===== src/rtl/core/png_ru_pkg.sv =====
// Shared types and constants for the image row unfilter block.
package png_ru_pkg;

    localparam int BPP_W     = 4;
    localparam int BPP_RESET = 4;

    // Row filter codes
    localparam logic [2:0] FILT_NONE  = 3'd0;
    localparam logic [2:0] FILT_SUB   = 3'd1;
    localparam logic [2:0] FILT_UP    = 3'd2;
    localparam logic [2:0] FILT_AVG   = 3'd3;
    localparam logic [2:0] FILT_PAETH = 3'd4;

    typedef struct packed {
        logic [7:0] filtered_byte;
        logic [2:0] filter_type;
        logic       last_in_row;
        logic       above_is_zero;
    } t_in_item;

    typedef struct packed {
        logic [7:0] recon_byte;
        logic       row_done;
    } t_out_item;

    // Operands of the predictor: filtered byte plus left, above, above-left.
    typedef struct packed {
        logic [7:0] filtered_byte;
        logic [2:0] filter_type;
        logic [7:0] left;
        logic [7:0] above;
        logic [7:0] above_left;
    } t_pred_in;

endpackage


===== src/rtl/core/png_ru_predict.sv =====
// Predictor selection and modulo-256 reconstruction for one byte.
module png_ru_predict (
    input  png_ru_pkg::t_pred_in i_op,
    output logic [7:0]           o_recon
);
    import png_ru_pkg::*;

    logic [8:0] sum_ab;
    logic [8:0] two_c;
    logic [7:0] pa;
    logic [7:0] pb;
    logic [8:0] pc;
    logic [7:0] paeth;
    logic [7:0] pred;

    assign sum_ab = {1'b0, i_op.left} + {1'b0, i_op.above};
    assign two_c  = {i_op.above_left, 1'b0};

    // |p-a| = |b-c|, |p-b| = |a-c|, |p-c| = |a+b-2c|
    assign pa = (i_op.above > i_op.above_left) ? i_op.above - i_op.above_left
                                               : i_op.above_left - i_op.above;
    assign pb = (i_op.left > i_op.above_left) ? i_op.left - i_op.above_left
                                              : i_op.above_left - i_op.left;
    assign pc = (sum_ab > two_c) ? sum_ab - two_c : two_c - sum_ab;

    always_comb begin
        if (({1'b0, pa} <= {1'b0, pb}) && ({1'b0, pa} <= pc)) begin
            paeth = i_op.left;
        end else if ({1'b0, pb} <= pc) begin
            paeth = i_op.above;
        end else begin
            paeth = i_op.above_left;
        end
    end

    always_comb begin
        case (i_op.filter_type)
            FILT_SUB:   pred = i_op.left;
            FILT_UP:    pred = i_op.above;
            FILT_AVG:   pred = sum_ab[8:1];
            FILT_PAETH: pred = paeth;
            default:    pred = 8'd0;
        endcase
    end

    assign o_recon = i_op.filtered_byte + pred;

endmodule


===== config.mk =====
export PLATFORM = sky130hd
export DESIGN_NAME = png_ru_predict
export DESIGN_NICKNAME = d
export VERILOG_FILES = /design/src/rtl/core/png_ru_pkg.sv /design/src/rtl/core/png_ru_predict.sv
export SDC_FILE = /design/constraint.sdc
export NUM_CORES = 1
export LEC_CHECK = 0
export ABC_AREA = 1
export BUFFER_PORTS_ARGS = -buffer_cell sky130_fd_sc_hd__buf_2
export CAP_MARGIN = 10
export CORE_MARGIN = 3
export CORE_UTILIZATION = 64
export DETAILED_ROUTE_END_ITERATION = 10
export MAX_ROUTING_LAYER = met4
export PLACE_DENSITY = 0.87
export SETUP_SLACK_MARGIN = 0.5
export SLEW_MARGIN = 0
export SYNTH_ARGS = -nofsm -noshare
export SYNTH_HDL_FRONTEND = slang
export SYNTH_SLANG_ARGS = --single-unit

===== constraint.sdc =====
create_clock -name vclk -period 12.5
set_input_delay 1.875 -clock vclk [all_inputs]
set_output_delay 1.875 -clock vclk [all_outputs]
set_load 0.005 [all_outputs]

==> impl_results.md, run 1 <==
- Power Density: approximately 120 nW/um^2
- Yosys cell types: 40
- Nets@finish: roughly 740
- GRT Total Usage: between 30 and 40%
- Max-cap violations: 0
- RSZ-0062 raised after global routing: false
- DRC Markers: 0
- Crit path from: i_op[9]
- Vias in the first global route: approximately 3,900
- Final Instance Count excl. Fillers: 679
- Post CTS Setup Buffer Count: 0
- Max Fclk: about 0.094 GHz
- Synth area leaders: ha_1 28%, nand2_1 13%, inv_1 12%
- Hold WC Path Type: in2out
- Worst vdd ir: approximately 0.11 mV
- CLK BUF: 0
- ANT nets after route: 0
- Area Overhead vs Synth: 7.53%
- Global route overflow: 0
- Crit path capture type: output pin
- Post-cts sizing count: 0
- Worst Tran Pin Value: just over 1 ns
- CP endpoint: o_recon[7]
- Slowest library cell on the worst path: fa_1
- Setup TNS: 0 ns
- Die height: approximately 81 um
- CP Depth: 42
- Hold_buf cts: 0
- Crit share post-route: ~85%
- Yosys warnings: 0
- Slew Limit Fails: 0
- Crit path largest cell delay: 0.48 ns
- Largest net degree at the start of global routing: 16
- Die ar.: 6540 um^2
- Core box area: 5270 um^2
- Critical path's most frequent cell: inv_1
- Pre-antenna DRT Iters: 5
- Final hold vios: 0
- Post-Syn Area: between 3000 and 4000 um^2
- First-pass GRT wire length: approximately 18,000 um
- Placed cell count: 679
- Startpoint Class: primary input
- Post-synth top area share: roughly 28%
- Top cell type by total area after synthesis: ha_1
- Sequential cell count: 0
- Row count: 26
- Setup violators final: 0
- Post-synthesis sequential area ratio: 0%
- Total area of sequential cells: 0 um^2
- Static Leak: around 2.3 nW
- Status: finished, final reports clean
- Synth Area per Inst: ~6.3 um^2
- DP HPWL: a little under 10,000 um
- Diodes inserted: 0
- Required @ worst endpoint: between 10 and 15 ns
- Initial antenna violation count: 0
- Share of layout cells above drive strength 1: roughly an eighth
- Placer Congestion: 1.14
- Period minus WS final: about 11 ns
- Max FO, Critical Path: 9
- Mapped Cells: between 500 and 600
- Via count: roughly 4,000
- Routed WL: 11,100 um
- Buffers on Ports: 43
- Width of the die: just over 80 um
- WP data arrival: between 8 and 9 ns
- Top Ports: 43
- Starting Density: approximately two thirds
- Max_slew headroom: about 31%
- Drt via density: between 5 and 6
- Worst Path Class, Setup: in2out
- CP Buf/Inv Count: 8
- WL per Instance: around 16 um
- Delay-heaviest family, CP: compound AO/OA/AOI/OAI gates
- Syn Nets: 694
- DRT iter0 DRCs: 449
## synthesized netlist by cell type (2+ instances only)
master,count
nand4_2,2
a211oi_1,2
nand3_1,24
xnor2_1,9
inv_1,112
nand2_2,9
buf_2,2
o21ai_1,8
xor2_1,20
o22ai_1,9
a21oi_1,48
nor2_2,2
o221ai_1,3
fa_1,8
a21o_1,2
or2_2,3
o21bai_1,9
mux2i_1,2
o21ai_0,26
nor2_1,18
nand3_2,2
or2_1,2
nand3b_1,3
nand4_1,4
inv_2,3
a31oi_1,2
ha_1,81
nand2_4,4
nor3_1,6
nor2_4,3
buf_6,2
o211ai_1,4
nand2_1,129
## per-stage QoR
| step | hold slack [ns] | area, um^2 | setup WS [ns] | util (%) | power [W] |
|---|---|---|---|---|---|
| after floorplan | 3.87 | 3590 | 3.00 | - | 0.000334 |
| after global placement | 4.04 | 3860 | 2.34 | 73.2 | 0.000423 |
| after detailed placement | 4.06 | 3860 | 2.01 | 73.2 | 0.000441 |
| after CTS | 4.06 | 3860 | 1.98 | 73.2 | 0.000443 |
| after global routing | 4.08 | 3860 | 1.08 | 73.2 | 0.000505 |
| final | 4.05 | 3860 | 1.87 | 73.2 | 0.000452 |
## worst min-delay path, stage by stage
cell	delay, ns
buf_2	0.08
ha_1	0.12
buf_2	0.10
## layout by cell type, fill, tap and decap left out, drive strengths merged, types with 2 or more instances in the layout
master and count:
nand2 142, inv 115, ha 81, a21oi 48, buf 43, o21ai 34, nand3 26, nor2 23
xor2 20, xnor2 9, o22ai 9, o21bai 9, fa 8, nand4 7, nor3 6, or2 5
o211ai 4, nand3b 3, o221ai 3, a31oi 2, a21o 2, mux2i 2, a211oi 2
## where the power goes
part	leakage, nW	switching (W)	total (W)	internal (W)
logic	2.27	0.000290	0.000452	0.000162
registers	0	0	0	0
clock network	0	0	0	0
## worst min path at each step
stage,slack (ns),start,cells past startpoint,to
2_1_floorplan,3.87,i_op[27],1,o_recon[0]
3_3_place_gp,4.04,i_op[27],3,o_recon[0]
3_5_place_dp,4.06,i_op[27],3,o_recon[0]
4_1_cts,4.06,i_op[27],3,o_recon[0]
5_1_grt,4.08,i_op[27],3,o_recon[0]
6_report,4.05,i_op[27],3,o_recon[0]
## cells by family (layout without fill, tap and decap cells)
kind of cell    count (synthesis)  count (layout)  synth area share (%)
fa+ha+maj                      89              89                  32.7
buf+inv                       119             158                  12.9
xor+xnor                       29              29                  7.08
mux                             2               2                 0.558
simple gates                  213             213                  27.9
compound gates                118             118                  18.8
## routing by layer
layer / share of wire, % / routed length, um / global-route usage (%)
met4: 3.4 / 380 / 11.5
met3: 8.7 / 960 / 4.21
met1: 40 / 4400 / 41.9
met2: 48 / 5320 / 62.3
met5: 0 / 0 / -
## layout make-up
class | instances | area, um^2
fill | 496 | 1410
multi-input combinational | 451 | 3120
tap | 70 | 87.6
timing repair buffer | 43 | 215
inverter | 115 | 432
Power figures use the tool's default switching activity.
==> run 2: changes to the inputs <==
--- a/config.mk
+++ b/config.mk
@@ -12,7 +12,7 @@
 export CORE_UTILIZATION = 64
 export DETAILED_ROUTE_END_ITERATION = 10
 export MAX_ROUTING_LAYER = met4
-export PLACE_DENSITY = 0.87
+export PLACE_DENSITY = 0.89
 export SETUP_SLACK_MARGIN = 0.5
 export SLEW_MARGIN = 0
 export SYNTH_ARGS = -nofsm -noshare
==> impl_results.md, run 2 (synthesis results as in run 1) <==
- RSZ-0062 raised after global routing: false
- Hold_sp: i_op[27]
- Buffers on Ports: 43 (unchanged)
- Setup TNS: 0 ns (unchanged)
- Met3 Use GR: 4.21% (unchanged)
- WP data arrival: 8.65 ns (-0.11 ns)
- Starting Density: 68.1% (unchanged)
- Routed WL: 10,700 um (-3.2%)
- Max Fclk: 0.0951 GHz (+1.1%)
- Sequential cell count: 0 (unchanged)
- Top Ports: 43 (unchanged)
- Via count: 3,990 (+0.35%)
- Area Overhead vs Synth: 7.53% (unchanged)
- Worst Path Class, Setup: in2out
- Delay-heaviest family, CP: compound AO/OA/AOI/OAI gates
- Crit path capture type: output pin
- Post-cts sizing count: 0 (unchanged)
- Static Leak: 2.27 nW (unchanged)
- Required @ worst endpoint: 10.62 ns (about the same)
- Worst vdd ir: 0.0763 mV (-31%)
- Placer Congestion: 1.15 (+0.59%)
- Core box area: 5270 um^2 (unchanged)
- GRT Max-Usage Layer: met2
- Status: finished, final reports clean
- First-pass GRT wire length: 17,700 um (+0.58%)
- Routing usage on met2: 59.5% (-2.8 points)
- Post CTS Setup Buffer Count: 0 (unchanged)
- Max-cap violations: 0 (unchanged)
- Startpoint Class: primary input
- Die ar.: 6540 um^2 (unchanged)
- CLK BUF: 0 (unchanged)
- Most common cell after layout, fill and taps aside: nand2_1
- Hold WC Path Type: in2out
- Crit path from: i_op[8]
- Worst Tran Pin Value: 0.974 ns (-0.0570 ns)
- Hold_buf cts: 0 (unchanged)
- Power Density: 117 nW/um^2 (-0.40%)
- CP Buf/Inv Count: 8 (unchanged)
- Drt via density: 5.88 (+0.35%)
- Diodes inserted: 0 (unchanged)
- DP HPWL: 9450 um (-3.3%)
- ANT nets after route: 0 (unchanged)
- Critical path's most frequent cell: inv_1
- Final hold vios: 0 (unchanged)
- Highest-count cells in the layout ignoring fill and taps: 129 x nand2_1, 112 x inv_1, 81 x ha_1
- Pre-antenna DRT Iters: 5 (unchanged)
- Slowest library cell on the worst path: fa_1
- Row count: 26 (unchanged)
- Crit path largest cell delay: 0.41 ns (-0.07 ns)
- Width of the die: 80.9 um (unchanged)
- Total Power: 0.000450 W (-0.40%)
- Max_slew headroom: 34.6% (+3.8 points)
- Final worst slack: 1.98 ns (+0.112 ns)
- DRC Markers: 0 (unchanged)
- Crit share post-route: 84.2% (-0.90 points)
- Initial antenna violation count: 0 (unchanged)
- Period minus WS final: 10.52 ns (-0.112 ns)
- Nets@finish: 735 (unchanged)
- Post-Place Worst Slack: 2.06 ns (+0.0544 ns)
- GRT Total Usage: 35.3% (-0.20 points)
- DRT iter0 DRCs: 315 (-30%)
- Max FO, Critical Path: 9 (unchanged)
- Total area of sequential cells: 0 um^2 (unchanged)
- WL per Instance: 15.8 um (-3.2%)
- Vias in the first global route: 3,838 (-0.60%)
- Setup violators final: 0 (unchanged)
- Global route overflow: 0 (unchanged)
- Die height: 80.9 um (unchanged)
- Routing usage on met1: 43.2% (+1.4 points)
- Largest net degree at the start of global routing: 16 (unchanged)
- Slew Limit Fails: 0 (unchanged)
- Share of layout cells above drive strength 1: 11.8% (unchanged)
run 2: cell counts in the layout (fill, tap and decap cells not counted):
Identical to the previous run, type by type.
run 2: worst min-delay path: cells and delay by family:
kind	cells	cell delay [ns]
buffers and inverters	2	0.18
adders and majority gates	1	0.11
run 2: metrics by stage:
step	hold slack, ns	cell area [um^2]	utilization [%]	std cells
3_5_place_dp	4.04	3860	73.2	679
6_report	4.04	3860	73.2	679
5_1_grt	4.07	3860	73.2	679
3_3_place_gp	4.04	3860	73.2	679
2_1_floorplan	3.87	3590	-	570
4_1_cts	4.05	3860	73.2	679
run 2: area by class of cell:
class,count,area [um^2]
multi-input combinational,451,3120
fill,457,1410
inverter,115,432
timing repair buffer,43,215
tap,70,87.6
run 2: layer usage:
layer,share of wire [%],vias up,wire length (um)
li1,-,1945,-
met1,42,1814,4500
met2,46,194,4980
met3,7.7,37,824
met4,3.7,0,401
met5,0,-,0
run 2: path summary, 6_finish.rpt:
path | to | slack [ns] | cells past startpoint
setup / recovery | o_recon[7] | 1.98 | 43
hold / removal | o_recon[0] | 4.04 | 3
run 2: power by group:
group	internal [W]	switching (W)	leakage, nW
logic	0.000162	0.000288	2.27
clock network	0	0	0
registers	0	0	0
total	0.000162	0.000288	2.27
==> run 3: changes to the inputs <==
--- a/config.mk
+++ b/config.mk
@@ -5,14 +5,14 @@
 export SDC_FILE = /design/constraint.sdc
 export NUM_CORES = 1
 export LEC_CHECK = 0
-export ABC_AREA = 1
+export ABC_AREA = 0
 export BUFFER_PORTS_ARGS = -buffer_cell sky130_fd_sc_hd__buf_2
 export CAP_MARGIN = 10
 export CORE_MARGIN = 3
-export CORE_UTILIZATION = 64
+export CORE_UTILIZATION = 57
 export DETAILED_ROUTE_END_ITERATION = 10
 export MAX_ROUTING_LAYER = met4
-export PLACE_DENSITY = 0.89
+export PLACE_DENSITY = 0.83
 export SETUP_SLACK_MARGIN = 0.5
 export SLEW_MARGIN = 0
 export SYNTH_ARGS = -nofsm -noshare
==> constraint.sdc (replaced) <==
create_clock -name vclk -period 9.44
set_input_delay 1.416 -clock vclk [all_inputs]
set_output_delay 1.416 -clock vclk [all_outputs]
set_load 0.005 [all_outputs]
==> impl_results.md, run 3 <==
- WL per Instance: 19.7 um (+25%)
- Initial antenna violation count: 0 (unchanged)
- Worst Path Class, Setup: in2out
- Worst vdd ir: 0.123 mV (+61%)
- Row count: 28 (+7.7%)
- Share of layout cells above drive strength 1: 33.0% (+21 points)
- DP HPWL: 9480 um (+0.36%)
- Global route overflow: 0 (unchanged)
- Max-cap violations: 0 (unchanged)
- Sequential cell count: 0 (unchanged)
- Post-synthesis sequential area ratio: 0% (unchanged)
- Width of the die: 85.2 um (+5.3%)
- Required @ worst endpoint: 8.02 ns (-2.60 ns)
- Sw Pwr: 0.000434 W (+50%)
- Via count: 4,086 (+2.4%)
- Period minus WS final: about 9.8 ns
- Power Density: 178 nW/um^2 (+52%)
- Hold_buf cts: 0 (unchanged)
- Max FO, Critical Path: 6 (-3)
- Top Ports: 43 (unchanged)
- CLK BUF: 0 (unchanged)
- Synth area leaders: ha_1 28%, inv_1 6.6%, mux2i_1 5.6%
- Max Fclk: approximately 0.10 GHz
- Die height: 85.2 um (+5.3%)
- Failing checks: setup timing
- Syn Nets: 584 (-16%)
- Logic pwr share: 100.0% (about the same)
- Yosys cell types: 64 (+60%)
- Crit share post-route: 103%
- Crit path from: i_op[8]
- Mapped Cells: 460 (-19%)
- Crit path capture type: output pin
- DRC Markers: 0 (unchanged)
- Synth Area in Adders: 32.8% (+0.11 points)
- Top cell type by total area after synthesis: ha_1
- Delay-heaviest family, CP: compound AO/OA/AOI/OAI gates
- Final Instance Count excl. Fillers: 641 (-5.6%)
- Worst Tran Pin Value: 0.639 ns (-0.335 ns)
- CP Buf/Inv Count: 4 (-4)
- Drt via density: 6.37 (+8.5%)
- Post-synth top cells: 81 x ha_1, 63 x inv_1, 37 x a21oi_1
- Seq pwr share: 0% (unchanged)
- Buffers on Ports: 43 (unchanged)
- Final worst slack: -0.329 ns (-2.31 ns)
- Pre-antenna DRT Iters: 6 (+1)
- Status: finished, violations left
- Hold_sp: i_op[27]
- ANT nets after route: 0 (unchanged)
- Routed WL: 12,600 um (+18%)
- Max_slew headroom: 57.3% (+23 points)
- Area Overhead vs Synth: 29.6%
- Diodes inserted: 0 (unchanged)
- Hold WC Path Type: in2out
- DRT iter0 DRCs: 317 (+0.63%)
- Sw Share: 52.7% (-11 points)
- Main combinational cell family by area after synthesis: adder cells
- Post-Syn Area: 3580 um^2 (-0.35%)
- Largest net degree at the start of global routing: 16 (unchanged)
- Static Leak: 2.40 nW (+6.0%)
- Vias in the first global route: 4,195 (+9.3%)
- Starting Density: 59.7% (-8.4 points)
- Slew Limit Fails: 0 (unchanged)
- Setup violators final: 4 (+4)
- Part of the power in the clock network: 0% (unchanged)
- Startpoint Class: primary input
- WP data arrival: 8.35 ns (-0.30 ns)
- Post-synthesis xor/xnor area fraction: 7.80% (+0.72 points)
- GRT Total Usage: 35.1% (-0.15 points)
- Final hold vios: 0 (unchanged)
- Slowest library cell on the worst path: fa_2
- Total area of sequential cells: 0 um^2 (unchanged)
- Highest-count cells in the layout ignoring fill and taps: 74 x ha_1, 67 x buf_4, 58 x inv_1
- Yosys warnings: 0 (unchanged)
- Post-synthesis mux area share: 9.38% (+8.8 points)
- Post-synth top area share: 28.3% (+0.099 points)
- Internal Power: 0.000389 W (+140%)
- Nets@finish: 692 (-5.9%)
- Synth Area per Inst: 7.77 um^2 (+23%)
- Crit path largest cell delay: 0.36 ns (-0.05 ns)
- Most common cell in the netlist: ha_1
- Die ar.: 7260 um^2 (+11%)
- Util after Layout: 77.4% (+4.1 points)
- Compound-Gate Fraction of Synth Area: 28.4% (+9.6 points)
- RSZ-0062 raised after global routing: true
- Most common cell after layout, fill and taps aside: ha_1
- Core box area: 5990 um^2 (+14%)
- First-pass GRT wire length: 20,100 um (+13%)
- Placer Congestion: 1.02 (-12%)
- Placed cell count: 619 (-8.8%)
- Post-synthesis simple-gate area fraction: 12.7% (-15 points)
run 3: cell types whose count changed after synthesis, moves of 11 or more:
cell     delta
mux2i_1    +18
nand2_1   -105
a21oi_1    -11
nand3_1    -15
a21o_1     +12
inv_1      -49
run 3: timing repair:
item / CTS / global route
setup buffers: 16 / 6
pin swaps: 40 / 19
resized for setup: 38 / 10
setup endpoints to repair: 7 / 7
run 3: kinds of logic after synthesis:
logic type	after synthesis
simple gates	90
xor+xnor	31
fa+ha+maj	89
buf+inv	72
mux	32
compound gates	146
run 3: final timing paths:
path | endpoint | slack, ns | cells after the start
min | o_recon[0] | 3.15 | 3
max | o_recon[7] | -0.33 | 40
run 3: metrics by stage:
stage	instance area, um^2	setup slack [ns]	TNS, ns	hold slack [ns]	total power [W]
after CTS	4550	-0.130	-0.130	3.14	0.000771
final	4630	-0.329	-0.601	3.15	0.000823
after floorplan	3640	0.163	0	2.95	0.000501
after detailed placement	4250	-0.445	-0.696	3.12	0.000708
after global routing	4630	-0.613	-1.60	3.17	0.000885
after global placement	4250	-0.264	-0.264	3.12	0.000685
run 3: power by group through the flow:
stage	clock, W	sequential [W]	combinational, W
finish	0	0	0.000823
global route	0	0	0.000885
CTS	0	0	0.000771
detailed placement	0	0	0.000708
global placement	0	0	0.000685
floorplan	0	0	0.000501
run 3: final cells by class:
| type | count | area (um^2) |
|---|---|---|
| fillers | 424 | 1360 |
| inverters | 63 | 236 |
| multi-input cells | 388 | 3500 |
| repair buffers | 115 | 803 |
| well taps | 75 | 93.8 |
run 3: tightest hold or removal path, delay by kind of cell:
kind,cells,cell delay (ns)
fa+ha+maj,1,0.14
buf+inv,2,0.18
run 3: routing by layer:
metal	share of wire, %	wire length, um	GRT usage (%)
met3	6.0	763	2.23
met4	4.9	624	14.2
met2	49	6220	62.6
met5	0	0	-
met1	40	5010	40.6
